File: config.mk
export PLATFORM = sky130hd
export DESIGN_NAME = lru_keyed_cache_directory_unit
export DESIGN_NICKNAME = d
export VERILOG_FILES = /design/src/rtl/lkcd_pkg.sv /design/src/rtl/lru_keyed_cache_directory_unit.sv /design/src/rtl/lkcd_store.sv /design/src/rtl/lkcd_scan.sv
export SDC_FILE = /design/constraint.sdc
export NUM_CORES = 2
export LEC_CHECK = 0
export BUFFER_PORTS_ARGS = -buffer_cell sky130_fd_sc_hd__buf_2
export CAP_MARGIN = 30
export CORE_MARGIN = 1
export CORE_UTILIZATION = 51
export CTS_CLUSTER_SIZE = 25
export DETAILED_ROUTE_END_ITERATION = 7
export GPL_TIMING_DRIVEN = 0
export PLACE_DENSITY = 0.67
export SETUP_SLACK_MARGIN = 0.4
export SYNTH_ARGS = -nofsm -noshare
export SYNTH_HDL_FRONTEND = slang
export SYNTH_SLANG_ARGS = --single-unit
File: constraint.sdc
create_clock -name clock -period 8.75 [get_ports clock]
set_clock_uncertainty 0.15 [all_clocks]
set_input_delay 1.3125 -clock clock [delete_from_list [all_inputs] [get_ports clock]]
set_output_delay 1.3125 -clock clock [all_outputs]
set_load 0.03 [all_outputs]
File: src/rtl/lkcd_pkg.sv
// Shared types and constants for the LRU keyed cache directory.
// Used by lkcd_store, lkcd_scan and lru_keyed_cache_directory_unit; no dependencies.
package lkcd_pkg;

   // Default geometry handed to the top level parameters.
   localparam int DEF_ENTRIES  = 16;
   localparam int DEF_KEY_BITS = 32;

   // Field widths fixed by the interface.
   localparam int STAMP_W  = 64;
   localparam int CAP_W    = 5;
   localparam int KEY_W    = 32;
   localparam int SLOT_W   = 4;
   localparam int STATUS_W = 2;
   localparam int COUNT_W  = 32;

   localparam logic [CAP_W-1:0] CAP_RESET = 5'd16;

   // Request opcodes.
   localparam logic OP_ACCESS = 1'b0;
   localparam logic OP_CLEAR  = 1'b1;

   // Response status codes.
   localparam logic [STATUS_W-1:0] STATUS_HIT    = 2'd0;
   localparam logic [STATUS_W-1:0] STATUS_INSERT = 2'd1;
   localparam logic [STATUS_W-1:0] STATUS_FAIL   = 2'd2;
   localparam logic [STATUS_W-1:0] STATUS_CLEAR  = 2'd3;

   // Summary flags of one directory scan.
   typedef struct packed {
      logic hit;      // a valid entry holds the key
      logic min_ok;   // at least one valid entry was seen
      logic free_ok;  // at least one empty entry was seen
   } scan_flags_type;

endpackage

File: src/rtl/lru_keyed_cache_directory_unit.sv
// Top level of the fully associative LRU cache directory: sequencer, valid bits,
// counters and response register. Depends on lkcd_pkg, lkcd_store and lkcd_scan.
//
//   channel | ports   | direction | word
//   --------+---------+-----------+--------------------------------------------
//   request | req_*   | in        | opcode, key, load_ok
//   result  | rsp_*   | out       | status, slot, evicted, evicted_key, totals
//   control | csr_*   | in        | capacity, always ready
//
// An access word is accepted, then the shared compare unit reads one entry per
// cycle from the single memory read port over all ENTRIES addresses; a drain
// state empties the read pipeline and the finish step decides and writes back.
// A clear word goes from accept to the finish step. Reset empties every entry
// at once and clears the counters and the access clock. req_ready is low while
// a word is in work; a result that is not taken holds the finish step.
module lru_keyed_cache_directory_unit #(
   parameter int ENTRIES  = lkcd_pkg::DEF_ENTRIES,
   parameter int KEY_BITS = lkcd_pkg::DEF_KEY_BITS
) (
   input  logic                          clock,
   input  logic                          reset,
   input  logic                          req_valid,
   output logic                          req_ready,
   input  logic                          req_opcode,
   input  logic [lkcd_pkg::KEY_W-1:0]    req_key,
   input  logic                          req_load_ok,
   output logic                          rsp_valid,
   input  logic                          rsp_ready,
   output logic [lkcd_pkg::STATUS_W-1:0] rsp_status,
   output logic [lkcd_pkg::SLOT_W-1:0]   rsp_slot,
   output logic                          rsp_evicted,
   output logic [lkcd_pkg::KEY_W-1:0]    rsp_evicted_key,
   output logic [lkcd_pkg::COUNT_W-1:0]  rsp_hit_total,
   output logic [lkcd_pkg::COUNT_W-1:0]  rsp_miss_total,
   input  logic                          csr_valid,
   output logic                          csr_ready,
   input  logic [lkcd_pkg::CAP_W-1:0]    csr_capacity
);
   import lkcd_pkg::*;

   localparam int IDX_W = (ENTRIES > 1) ? $clog2(ENTRIES) : 1;
   localparam int CNT_W = $clog2(ENTRIES + 1);
   localparam int CMP_W = (CNT_W > CAP_W) ? CNT_W : CAP_W;

   // Sequencer states.
   localparam logic [1:0] S_IDLE  = 2'd0;
   localparam logic [1:0] S_SCAN  = 2'd1;
   localparam logic [1:0] S_DRAIN = 2'd2;
   localparam logic [1:0] S_DONE  = 2'd3;

   logic [1:0]          state_ff, state_in;
   logic [IDX_W-1:0]    cnt_ff;
   logic                live_ff;
   logic [IDX_W-1:0]    live_idx_ff;
   logic [CAP_W-1:0]    capacity_ff;
   logic [ENTRIES-1:0]  valid_ff;
   logic [STAMP_W-1:0]  clock_ff;
   logic [COUNT_W-1:0]  hit_count_ff, hit_count_in;
   logic [COUNT_W-1:0]  miss_count_ff, miss_count_in;
   logic                op_ff;
   logic [KEY_BITS-1:0] key_ff;
   logic                load_ok_ff;

   logic                rsp_valid_ff;
   logic [STATUS_W-1:0] status_ff, status_in;
   logic [SLOT_W-1:0]   slot_ff, slot_in;
   logic                evicted_ff, evicted_in;
   logic [KEY_W-1:0]    evicted_key_ff, evicted_key_in;

   logic                accept;
   logic                finish;
   logic                wr_en;
   logic                wr_insert;
   logic [IDX_W-1:0]    wr_addr;
   logic [KEY_BITS-1:0] rd_key;
   logic [STAMP_W-1:0]  rd_stamp;

   scan_flags_type      flags;
   logic [IDX_W-1:0]    hit_idx;
   logic [IDX_W-1:0]    min_idx;
   logic [KEY_BITS-1:0] min_key;
   logic [IDX_W-1:0]    free_idx;
   logic [CNT_W-1:0]    used;

   logic [CMP_W-1:0]    cap_ext;
   logic [CMP_W-1:0]    eff_cap;
   logic                full;

   assign req_ready = (state_ff == S_IDLE);
   assign accept    = req_valid && req_ready;
   assign finish    = (state_ff == S_DONE) && (!rsp_valid_ff || rsp_ready);
   assign csr_ready = 1'b1;

   // Capacity register.
   always_ff @(posedge clock) begin
      if (reset) begin
         capacity_ff <= CAP_RESET;
      end else if (csr_valid) begin
         capacity_ff <= csr_capacity;
      end
   end

   // Request word register.
   always_ff @(posedge clock) begin
      if (accept) begin
         op_ff      <= req_opcode;
         key_ff     <= KEY_BITS'(req_key);
         load_ok_ff <= req_load_ok;
      end
   end

   // Sequencer next state.
   always_comb begin
      state_in = state_ff;
      case (state_ff)
         S_IDLE: begin
            if (accept) begin
               state_in = (req_opcode == OP_CLEAR) ? S_DONE : S_SCAN;
            end
         end
         S_SCAN: begin
            if (cnt_ff == IDX_W'(ENTRIES - 1)) begin
               state_in = S_DRAIN;
            end
         end
         S_DRAIN: state_in = S_DONE;
         S_DONE: begin
            if (finish) begin
               state_in = S_IDLE;
            end
         end
         default: state_in = S_IDLE;
      endcase
   end

   // Sequencer registers and the read pipeline tag.
   always_ff @(posedge clock) begin
      if (reset) begin
         state_ff <= S_IDLE;
         cnt_ff   <= '0;
         live_ff  <= 1'b0;
      end else begin
         state_ff <= state_in;
         live_ff  <= (state_ff == S_SCAN);
         if (accept) begin
            cnt_ff <= '0;
         end else if (state_ff == S_SCAN) begin
            cnt_ff <= cnt_ff + IDX_W'(1);
         end
      end
   end

   always_ff @(posedge clock) begin
      live_idx_ff <= cnt_ff;
   end

   // Key and stamp memory, read in address order during the scan.
   // The entry is written back only at the finish step of an access.
   lkcd_store #(
      .ENTRIES  (ENTRIES),
      .KEY_BITS (KEY_BITS),
      .IDX_W    (IDX_W)
   ) u_store (
      .clock    (clock),
      .wr_en    (wr_en && finish),
      .wr_addr  (wr_addr),
      .wr_key   (key_ff),
      .wr_stamp (clock_ff),
      .rd_addr  (cnt_ff),
      .rd_key   (rd_key),
      .rd_stamp (rd_stamp)
   );

   // Compare unit fed one entry per cycle.
   lkcd_scan #(
      .ENTRIES  (ENTRIES),
      .KEY_BITS (KEY_BITS),
      .IDX_W    (IDX_W),
      .CNT_W    (CNT_W)
   ) u_scan (
      .clock     (clock),
      .reset     (reset),
      .start     (accept),
      .live      (live_ff),
      .idx       (live_idx_ff),
      .ent_valid (valid_ff[live_idx_ff]),
      .ent_key   (rd_key),
      .ent_stamp (rd_stamp),
      .key       (key_ff),
      .flags     (flags),
      .hit_idx   (hit_idx),
      .min_idx   (min_idx),
      .min_key   (min_key),
      .free_idx  (free_idx),
      .used      (used)
   );

   // Effective capacity: zero acts as one, large values stop at the entry count.
   assign cap_ext = CMP_W'(capacity_ff);
   always_comb begin
      if (capacity_ff == '0) begin
         eff_cap = CMP_W'(1);
      end else if (cap_ext > CMP_W'(ENTRIES)) begin
         eff_cap = CMP_W'(ENTRIES);
      end else begin
         eff_cap = cap_ext;
      end
   end
   assign full = (CMP_W'(used) >= eff_cap);

   // Decision at the end of a word: result fields, write back and counters.
   always_comb begin
      status_in      = STATUS_CLEAR;
      slot_in        = '0;
      evicted_in     = 1'b0;
      evicted_key_in = '0;
      wr_en          = 1'b0;
      wr_insert      = 1'b0;
      wr_addr        = '0;
      hit_count_in   = hit_count_ff;
      miss_count_in  = miss_count_ff;
      if (op_ff == OP_ACCESS) begin
         if (flags.hit) begin
            status_in    = STATUS_HIT;
            slot_in      = SLOT_W'(hit_idx);
            wr_en        = 1'b1;
            wr_addr      = hit_idx;
            hit_count_in = (hit_count_ff == '1) ? hit_count_ff
                                                : hit_count_ff + COUNT_W'(1);
         end else begin
            miss_count_in = (miss_count_ff == '1) ? miss_count_ff
                                                  : miss_count_ff + COUNT_W'(1);
            if (!load_ok_ff) begin
               status_in = STATUS_FAIL;
            end else begin
               status_in = STATUS_INSERT;
               wr_en     = 1'b1;
               wr_insert = 1'b1;
               if (full && flags.min_ok) begin
                  // Reuse the oldest entry.
                  wr_addr        = min_idx;
                  evicted_in     = 1'b1;
                  evicted_key_in = KEY_W'(min_key);
               end else if (flags.free_ok) begin
                  wr_addr = free_idx;
               end
               slot_in = SLOT_W'(wr_addr);
            end
         end
      end
   end

   // Valid bits, access clock and saturating counters.
   always_ff @(posedge clock) begin
      if (reset) begin
         valid_ff      <= '0;
         clock_ff      <= '0;
         hit_count_ff  <= '0;
         miss_count_ff <= '0;
      end else if (finish) begin
         hit_count_ff  <= hit_count_in;
         miss_count_ff <= miss_count_in;
         if (op_ff == OP_CLEAR) begin
            valid_ff <= '0;
         end else if (wr_insert) begin
            valid_ff[wr_addr] <= 1'b1;
         end
         if (wr_en) begin
            clock_ff <= clock_ff + STAMP_W'(1);
         end
      end
   end

   // Response register; a new result loads only when the old one is gone.
   always_ff @(posedge clock) begin
      if (reset) begin
         rsp_valid_ff <= 1'b0;
      end else if (finish) begin
         rsp_valid_ff <= 1'b1;
      end else if (rsp_ready) begin
         rsp_valid_ff <= 1'b0;
      end
   end

   always_ff @(posedge clock) begin
      if (finish) begin
         status_ff      <= status_in;
         slot_ff        <= slot_in;
         evicted_ff     <= evicted_in;
         evicted_key_ff <= evicted_key_in;
      end
   end

   assign rsp_valid       = rsp_valid_ff;
   assign rsp_status      = status_ff;
   assign rsp_slot        = slot_ff;
   assign rsp_evicted     = evicted_ff;
   assign rsp_evicted_key = evicted_key_ff;
   assign rsp_hit_total   = hit_count_ff;
   assign rsp_miss_total  = miss_count_ff;

endmodule

File: src/rtl/lkcd_store.sv
// Key and timestamp memory of the directory, one write and one registered read port.
// Depends on lkcd_pkg.
module lkcd_store #(
   parameter int ENTRIES  = lkcd_pkg::DEF_ENTRIES,
   parameter int KEY_BITS = lkcd_pkg::DEF_KEY_BITS,
   parameter int IDX_W    = (ENTRIES > 1) ? $clog2(ENTRIES) : 1
) (
   input  logic                         clock,
   input  logic                         wr_en,
   input  logic [IDX_W-1:0]             wr_addr,
   input  logic [KEY_BITS-1:0]          wr_key,
   input  logic [lkcd_pkg::STAMP_W-1:0] wr_stamp,
   input  logic [IDX_W-1:0]             rd_addr,
   output logic [KEY_BITS-1:0]          rd_key,
   output logic [lkcd_pkg::STAMP_W-1:0] rd_stamp
);
   import lkcd_pkg::*;

   logic [KEY_BITS-1:0] key_mem   [ENTRIES];
   logic [STAMP_W-1:0]  stamp_mem [ENTRIES];
   logic [KEY_BITS-1:0] rd_key_ff;
   logic [STAMP_W-1:0]  rd_stamp_ff;

   // Write port: key and stamp of one entry together.
   always_ff @(posedge clock) begin
      if (wr_en) begin
         key_mem[wr_addr]   <= wr_key;
         stamp_mem[wr_addr] <= wr_stamp;
      end
   end

   // Read port with registered data.
   always_ff @(posedge clock) begin
      rd_key_ff   <= key_mem[rd_addr];
      rd_stamp_ff <= stamp_mem[rd_addr];
   end

   assign rd_key   = rd_key_ff;
   assign rd_stamp = rd_stamp_ff;

endmodule

File: src/rtl/lkcd_scan.sv
// Shared compare unit: looks at one entry per cycle and keeps the running
// hit, oldest-entry, first-free and occupancy results. Depends on lkcd_pkg.
module lkcd_scan #(
   parameter int ENTRIES  = lkcd_pkg::DEF_ENTRIES,
   parameter int KEY_BITS = lkcd_pkg::DEF_KEY_BITS,
   parameter int IDX_W    = (ENTRIES > 1) ? $clog2(ENTRIES) : 1,
   parameter int CNT_W    = $clog2(ENTRIES + 1)
) (
   input  logic                         clock,
   input  logic                         reset,
   input  logic                         start,
   input  logic                         live,
   input  logic [IDX_W-1:0]             idx,
   input  logic                         ent_valid,
   input  logic [KEY_BITS-1:0]          ent_key,
   input  logic [lkcd_pkg::STAMP_W-1:0] ent_stamp,
   input  logic [KEY_BITS-1:0]          key,
   output lkcd_pkg::scan_flags_type     flags,
   output logic [IDX_W-1:0]             hit_idx,
   output logic [IDX_W-1:0]             min_idx,
   output logic [KEY_BITS-1:0]          min_key,
   output logic [IDX_W-1:0]             free_idx,
   output logic [CNT_W-1:0]             used
);
   import lkcd_pkg::*;

   scan_flags_type      flags_ff;
   logic [CNT_W-1:0]    used_ff;
   logic [IDX_W-1:0]    hit_idx_ff;
   logic [IDX_W-1:0]    min_idx_ff;
   logic [KEY_BITS-1:0] min_key_ff;
   logic [STAMP_W-1:0]  min_stamp_ff;
   logic [IDX_W-1:0]    free_idx_ff;
   logic                key_eq;
   logic                stamp_lt;

   // The one key compare and one stamp compare of the unit.
   assign key_eq   = (ent_key == key);
   assign stamp_lt = (ent_stamp < min_stamp_ff);

   // Flags and occupancy restart with every scan.
   always_ff @(posedge clock) begin
      if (reset || start) begin
         flags_ff <= '0;
         used_ff  <= '0;
      end else if (live) begin
         if (ent_valid) begin
            used_ff <= used_ff + CNT_W'(1);
            if (key_eq) begin
               flags_ff.hit <= 1'b1;
            end
            if (!flags_ff.min_ok || stamp_lt) begin
               flags_ff.min_ok <= 1'b1;
            end
         end else begin
            flags_ff.free_ok <= 1'b1;
         end
      end
   end

   // Indices, oldest stamp and its key follow the flags.
   always_ff @(posedge clock) begin
      if (live) begin
         if (ent_valid) begin
            if (key_eq && !flags_ff.hit) begin
               hit_idx_ff <= idx;
            end
            // Strict compare keeps the lowest slot among equal stamps.
            if (!flags_ff.min_ok || stamp_lt) begin
               min_idx_ff   <= idx;
               min_stamp_ff <= ent_stamp;
               min_key_ff   <= ent_key;
            end
         end else if (!flags_ff.free_ok) begin
            free_idx_ff <= idx;
         end
      end
   end

   assign flags    = flags_ff;
   assign hit_idx  = hit_idx_ff;
   assign min_idx  = min_idx_ff;
   assign min_key  = min_key_ff;
   assign free_idx = free_idx_ff;
   assign used     = used_ff;

endmodule
======== Word level (Yosys, flattened, before mapping) ========
Memory sizes are Yosys's and may differ from the RTL's. A register that Yosys moved wholly into a read port is not among the register bits.
Cells that the tools add are included.
operators by class
  $add $sub $neg .......................... 5
  multipliers ............................. 0
  div/mod/pow operators ................... 0
  magnitude comparators ................... 6
  equality and inequality tests ........... 10
  shift operators ......................... 0
  muxes and demuxes ....................... 30
  bitwise operators ....................... 9
  reduce and logical (&&, ||, !) cells .... 30
operators with widths
  operator               number
  $add 32x1->32 const B  2
  $add 64x1->64 const B  1
  $eq 32x32->1 const B   2
  $lt 64x64->1           1
  $eq 32x32->1           1
  $mux 16                2
  $mux 4                 5
  $or 16x16->16          1
  $reduce_and 3->1       5
  $mux 1                 12
  $mux 2                 6
  $lt 4x5->1 const B     2
  $mux 5                 2
  $not 1->1              8
  $pmux 2 s4             1
  $reduce_and 2->1       4
  $reduce_and 4->1       2
  $logic_and 1x1->1      6
  $add 5x1->5 const B    1
  $ge 5x5->1             1
  $gt 5x5->1 const B     1
  $logic_not 5->1        1
  $add 4x1->4 const B    1
  $bmux 1 s4             1
  14 further kinds       21
storage, ports and cells
  register bits ........................... 350
  bits in latches ......................... 0
  memory bits (writable) .................. 1536
  ROM bits ................................ 0
  bits of input ports ..................... 44
  output and inout port bits .............. 106
  memories kept ........................... 2
memory list
  name               depth  bits a word  read ports  clocked after memory_dff  write ports  line              text
  u_store.stamp_mem  16     64           1           1                         1            lkcd_store.sv:20  logic [STAMP_W-1:0] stamp_mem [ENTRIES];
  u_store.key_mem    16     32           1           1                         1            lkcd_store.sv:19  logic [KEY_BITS-1:0] key_mem [ENTRIES];

======== Depth between registers and ports, before layout ========
  depth in word-level cells ............... 16
  mapped depth ............................ 11
  depth with buffers taken out ............ 11

======== Cells and area by module ========
A second synthesis with hierarchy kept.
unflattened totals
  cell total of the unflattened synthesis .. 3879
  area, all modules ....................... 75038.2 um^2
modules (own cells, without submodules)
  module                          times used  cells an instance  area each (um^2)  seq. area each (um^2)
  lkcd_store                      1           2460               59355.7           48046.1
  lru_keyed_cache_directory_unit  1           1011               10168.5           5415.2
  lkcd_scan                       1           408                5514.0            3403.3

======== Worst setup path before layout ========
OpenSTA, ideal clock, no wires.
  kind .................................... input-to-reg
  start point ............................. input rsp_ready
  end point ............................... memory u_store.key_mem[10][0] (netlist bit), enable pin
  library setup time ...................... 0.552 ns
  data arrival time ....................... 6.313 ns
  required time ........................... 8.048 ns
  slack ................................... 1.735 ns
  stages .................................. 6
  buffers on the path ..................... 1
  cell sequence ........................... nand2b_1 buf_2 nand2_1 nor2_1 o2111ai_1 nor2_1
on the way
  cells in the longest elaborated chain, start to end .. 5
RTL lines
  element                       line                                   text
  from (decl)                   lru_keyed_cache_directory_unit.sv:28   input logic rsp_ready,
  $logic_or 1x1->1              lru_keyed_cache_directory_unit.sv:91   assign finish = (state_ff == S_DONE) && (!rsp_valid_ff || rsp_ready);
  $logic_and 1x1->1             lru_keyed_cache_directory_unit.sv:91
  $logic_and 1x1->1             lru_keyed_cache_directory_unit.sv:165  .wr_en (wr_en && finish),
  $mux 1                        lkcd_store.sv:26                       if (wr_en) begin
  $mux 1 (not written as such)  lkcd_store.sv:27                       key_mem[wr_addr] <= wr_key;
  to (decl)                     lkcd_store.sv:19
Every way passes these cells.

======== Worst setup path in the final report ========
  start point ............................. register capacity_ff[4], in the netlist cap_ext[4]
  end point ............................... memory u_store.stamp_mem[13][36], enable pin
on the way
  cells in the longest elaborated chain, start to end .. 9
  elaborated cells on any way between the ends .. 10
  classes of those cells .................. order compare (2); mux (6); reduce/logical (2)
RTL lines
  element                 line                                   text
  from (decl)             lru_keyed_cache_directory_unit.sv:55   logic [CAP_W-1:0] capacity_ff;
  from (signal assigned)  lru_keyed_cache_directory_unit.sv:99   capacity_ff <= csr_capacity;
  $gt 5x5->1              lru_keyed_cache_directory_unit.sv:203  end else if (cap_ext > CMP_W'(ENTRIES)) begin
  $mux 5                  lru_keyed_cache_directory_unit.sv:203
  $mux 5 *                lru_keyed_cache_directory_unit.sv:201  if (capacity_ff == '0) begin
  $ge 5x5->1 *            lru_keyed_cache_directory_unit.sv:209  assign full = (CMP_W'(used) >= eff_cap);
  $logic_and 1x1->1 *     lru_keyed_cache_directory_unit.sv:239  if (full && flags.min_ok) begin
  $mux 4 *                lru_keyed_cache_directory_unit.sv:239
  $mux 4 *                lru_keyed_cache_directory_unit.sv:233  if (!load_ok_ff) begin
  $mux 4 *                lru_keyed_cache_directory_unit.sv:223  if (flags.hit) begin
  $mux 4 *                -
  to (decl)               lkcd_store.sv:20
Mark *: on every way between the ends. The rest lies on a longest branch, timed or not.

==> summary.md <==
| Metric | Value |
|---|---|
| Run status | `finished, final reports clean` |
| Post-synth EDFFs | `1717` |
| Max Cap Viol | `0` |
| Register area share after synthesis | `0.7552` |
| Mapped cell area | `roughly 75000 µm²` |
| Least-Margin Pin Slew | `a little over 1 ns` |
| Tmin final | `5.129 ns` |
| Grt ovf | `0` |
| Power per cell area | `approximately 240 nW/µm²` |
| Initial antenna violation count | `9` |
| Leak Pwr | `28.61 nW` |
| Area contributors post-synth | `edfxtp_1 68%, mux4_2 14%, dfxtp_1 7.0%` |
| Synth top cells by count | `1717 x edfxtp_1, 484 x mux4_2, 265 x dfxtp_1, 169 x nor2_1, 92 x nand2_1` |
| Sink Count | `1982` |
| Non-Filler Instances | `6227` |
| Crit-path cells | `inv_1 > nand2_1 > ha_1 > nand2_1 > o21a_2 > o21ai_4 > mux2i_1 > a221o_1 > nor2_4 > buf_12 > buf_16 > buf_16 > buf_12 > buf_12` |
| Core area | `146100 µm²` |
| Crit path required time | `9.10 ns` |
| # hold bufs at CTS | `0` |
| Adder-cell share of the synthesized area | `0.01279` |
| Drt total wl | `roughly 180000 µm` |
| Final Net Count | `around 4300` |
| Initial cell density of the core | `0.5154` |
| Sequential cell area | `56860 µm²` |
| Cell depth of the worst setup path | `14` |
| Final hold viol count | `0` |
| Main combinational cell family by area after synthesis | `multiplexers` |
| GRT Overall Usage | `0.2466` |
| Syn Inst Count | `between 3000 and 4000` |
| Final antenna-violating net count | `0` |
| XOR/XNOR share of the synthesized area | `0.01663` |
| Placed insts | `5861` |
| Crit path largest cell delay | `between 0.7 and 0.8 ns` |
| I/O Buffers | `147` |
| CP delay by family, top | `compound AO/OA/AOI/OAI gates` |
| Syn Area/Cell | `a little over 20 µm²` |
| Fraction of the mapped netlist area in simple logic gates | `0.04197` |
| Post-synth net total | `3804` |
| Top_reg_cell synth | `edfxtp_1` |
| Largest net degree at the start of global routing | `between 40 and 50` |
| H-tree Lvls | `4` |
| Cell taking the most area after synthesis | `edfxtp_1` |
| Crit path from | `cap_ext[4]$_SDFFE_PP1P_` |
| Synth Area in Compound Gates | `0.01421` |
| Startpoint Class | `flip-flop` |
| Final setup fails | `0` |
| Max-slew headroom at the worst pin | `0.3247` |
| Starting DRT DRC Count | `around 4400` |
| Die Height | `~390 µm` |
| Residual DRC | `0` |
| Die width | `386.2 µm` |
| Worst Hold Class | `reg -> reg` |
| Routability cong. | `between 0.8 and 0.9` |
| First drt pass iteration count | `6` |
| CP dominant cell by count | `buf_12` |
| Yosys top cell area share | `0.6847` |
| First-pass GRT wire length | `261600 µm` |
| Worst vdd ir | `231.9 µV` |
| Most frequent cell after synthesis | `edfxtp_1` |
| Share of cells above drive strength 1 | `0.2602` |
| Clock Latency Late Sink | `between 0.8 and 0.9 ns` |
| Setup Buffers After CTS | `0` |
| Slowest CP cell | `o21ai_4` |
| Area occupied by multi-input gates | `17620 µm²` |
| Num CTS Buffers | `191` |
| Routed len/inst | `29.08 µm` |
| Yosys warning count | `0` |
| Clock transition at path regs | `0.06 ns` |
| Setup CP Type | `reg -> reg` |
| CP endpoint kind | `flip-flop` |
| Via count | `38150` |
| Worst Reg2Reg Path Length in Cells | `14` |
| I/O pin count | `150` |
| RR Endpoint | `u_store.stamp_mem[13][36]$_DFFE_PP_` |
| Hpwl dp | `approximately 120000 µm` |
| Worst setup path endpoint | `u_store.stamp_mem[13][36]$_DFFE_PP_` |
| Layout area overhead | `15.44%` |
| R2r setup slk | `between 3 and 4 ns` |
| Max Clock Freq | `0.1950 GHz` |
| Mux contribution to synthesized area | `0.1465` |
| RSZ-0062 raised after global routing | `no` |
| Clk buf depth | `3` |
| Filler Cells Inserted | `10300` |
| Post-synth ARST share | `0` |
| Clock Root Buffer | `clkbuf_16` |
| Crit Path Max Fanout | `19` |
| Final core utilization | `0.5950` |
| Final period utilization | `0.5862` |
| CP arrival | `approximately 5.5 ns` |
| TritonCTS clock tree | `done` |
| RR Startpoint | `cap_ext[4]$_SDFFE_PP1P_` |
| FP Rows | `140` |
| Post-CTS sizing | `0` |
| Die area | `roughly 150000 µm²` |
| Vias in the first global route | `37950` |
| DR vias/cell | `6.127` |
| Number of buffers and inverters on the critical path | `6` |
| Post-synth cell types | `83` |
| Slew Viols, Final | `0` |
| Post-synthesis register bit count | `1982` |
final cells by class:
type,count,share of cell area
flip-flops and latches,1982,0.6542
multi-input cells,1466,0.2027
clock buffers,300,0.06400
repair buffers,262,0.03482
well taps,1917,0.02759
plain buffers,146,0.007125
clock inverters,63,0.005729
inverters,89,0.003843
diodes,2,0.00005758
metal layers:
metal	part of all wire	GRT usage	up-vias
met3	0.081	0.04554	266
met4	0.023	0.06430	6
met2	0.48	0.3913	1712
li1	-	-	15970
met5	0.00023	0	-
met1	0.42	0.3550	20200
flip-flops by register name (all words and copies together) (netlist names), 2 cells and up:
name	count
rsp_slot	4
u_store.key_mem	512
state_ff	2
cnt_ff	4
u_scan.min_stamp_ff	64
u_scan.min_idx	4
live_idx_ff	4
u_scan.used	5
u_store.rd_key	32
key_ff	32
u_store.stamp_mem	1024
rsp_status	2
u_scan.flags	3
clock_ff	64
u_store.rd_stamp	64
rsp_hit_total	32
rsp_evicted_key	32
u_scan.hit_idx	4
rsp_miss_total	32
u_scan.free_idx	4
u_scan.min_key	32
cap_ext	5
valid_ff	16
worst reg2reg max path, delay by kind of cell, from the launching register on:
kind,cells,cell delay [ns]
AND/OR/NAND/NOR,3,0.69
AO/OA/AOI/OAI,3,1.67
buffers and inverters,6,1.24
multiplexers,1,0.43
adder cells (fa/ha/maj),1,0.29
flip-flops,1,0.31
cell usage in the layout, fill, tap and decap left out, types with 66 or more instances in the layout:
| master | netlist | final |
|---|---|---|
| clkbuf_16 | 0 | 196 |
| buf_2 | 44 | 192 |
| mux4_2 | 484 | 484 |
| buf_12 | 0 | 72 |
| edfxtp_1 | 1717 | 1717 |
| clkbuf_1 | 90 | 165 |
| nand2_1 | 92 | 92 |
| inv_1 | 88 | 87 |
| nor2_1 | 169 | 153 |
| ha_1 | 77 | 77 |
| dfxtp_1 | 265 | 265 |
| nand4_1 | 66 | 66 |
| nand3_1 | 72 | 72 |
| xor2_1 | 78 | 78 |
worst min-delay path by stage:
stage	from	to	slack, ns	depth (start not counted)
floorplan	cnt_ff[3]$_SDFFE_PP0P_	live_idx_ff[3]$_DFF_P_	0.18	0
global placement	cnt_ff[2]$_SDFFE_PP0P_	live_idx_ff[2]$_DFF_P_	0.18	0
detailed placement	cnt_ff[2]$_SDFFE_PP0P_	live_idx_ff[2]$_DFF_P_	0.20	0
CTS	cnt_ff[2]$_SDFFE_PP0P_	live_idx_ff[2]$_DFF_P_	0.21	0
global route	cnt_ff[2]$_SDFFE_PP0P_	live_idx_ff[2]$_DFF_P_	0.22	0
finish	cnt_ff[2]$_SDFFE_PP0P_	live_idx_ff[2]$_DFF_P_	0.20	0
power breakdown:
group,total (mW),leakage (nW),internal (mW),switching (mW)
Clock,7.95,2.97,4.49,3.46
Sequential,10.7,18.2,10.5,0.231
Combinational,2.10,7.41,1.02,1.08
per-stage QoR:
step / setup TNS (ns) / power, mW / cell area, µm² / hold slack, ns / worst slack [ns]
after floorplan: 0 / 12.30 / 75300 / 0.1758 / 1.735
after global placement: -7296.27 / 12.96 / 78430 / 0.1802 / -5.039
after detailed placement: 0 / 13.05 / 80850 / 0.1956 / 3.615
after CTS: 0 / 20.91 / 86910 / 0.2054 / 3.676
after global routing: 0 / 21.37 / 86920 / 0.2176 / 3.518
final: 0 / 20.77 / 86930 / 0.2021 / 3.621
kinds of logic after synthesis:
logic type	after synthesis
other	1
buffers and inverters	235
DFF	1982
adders and majority gates	77
and+or+nand+nor	591
muxes	497
xor gates and xnor gates	143
AOI/OAI and AO/OA	157
Note: power is estimated with default switching activity, not from simulation.
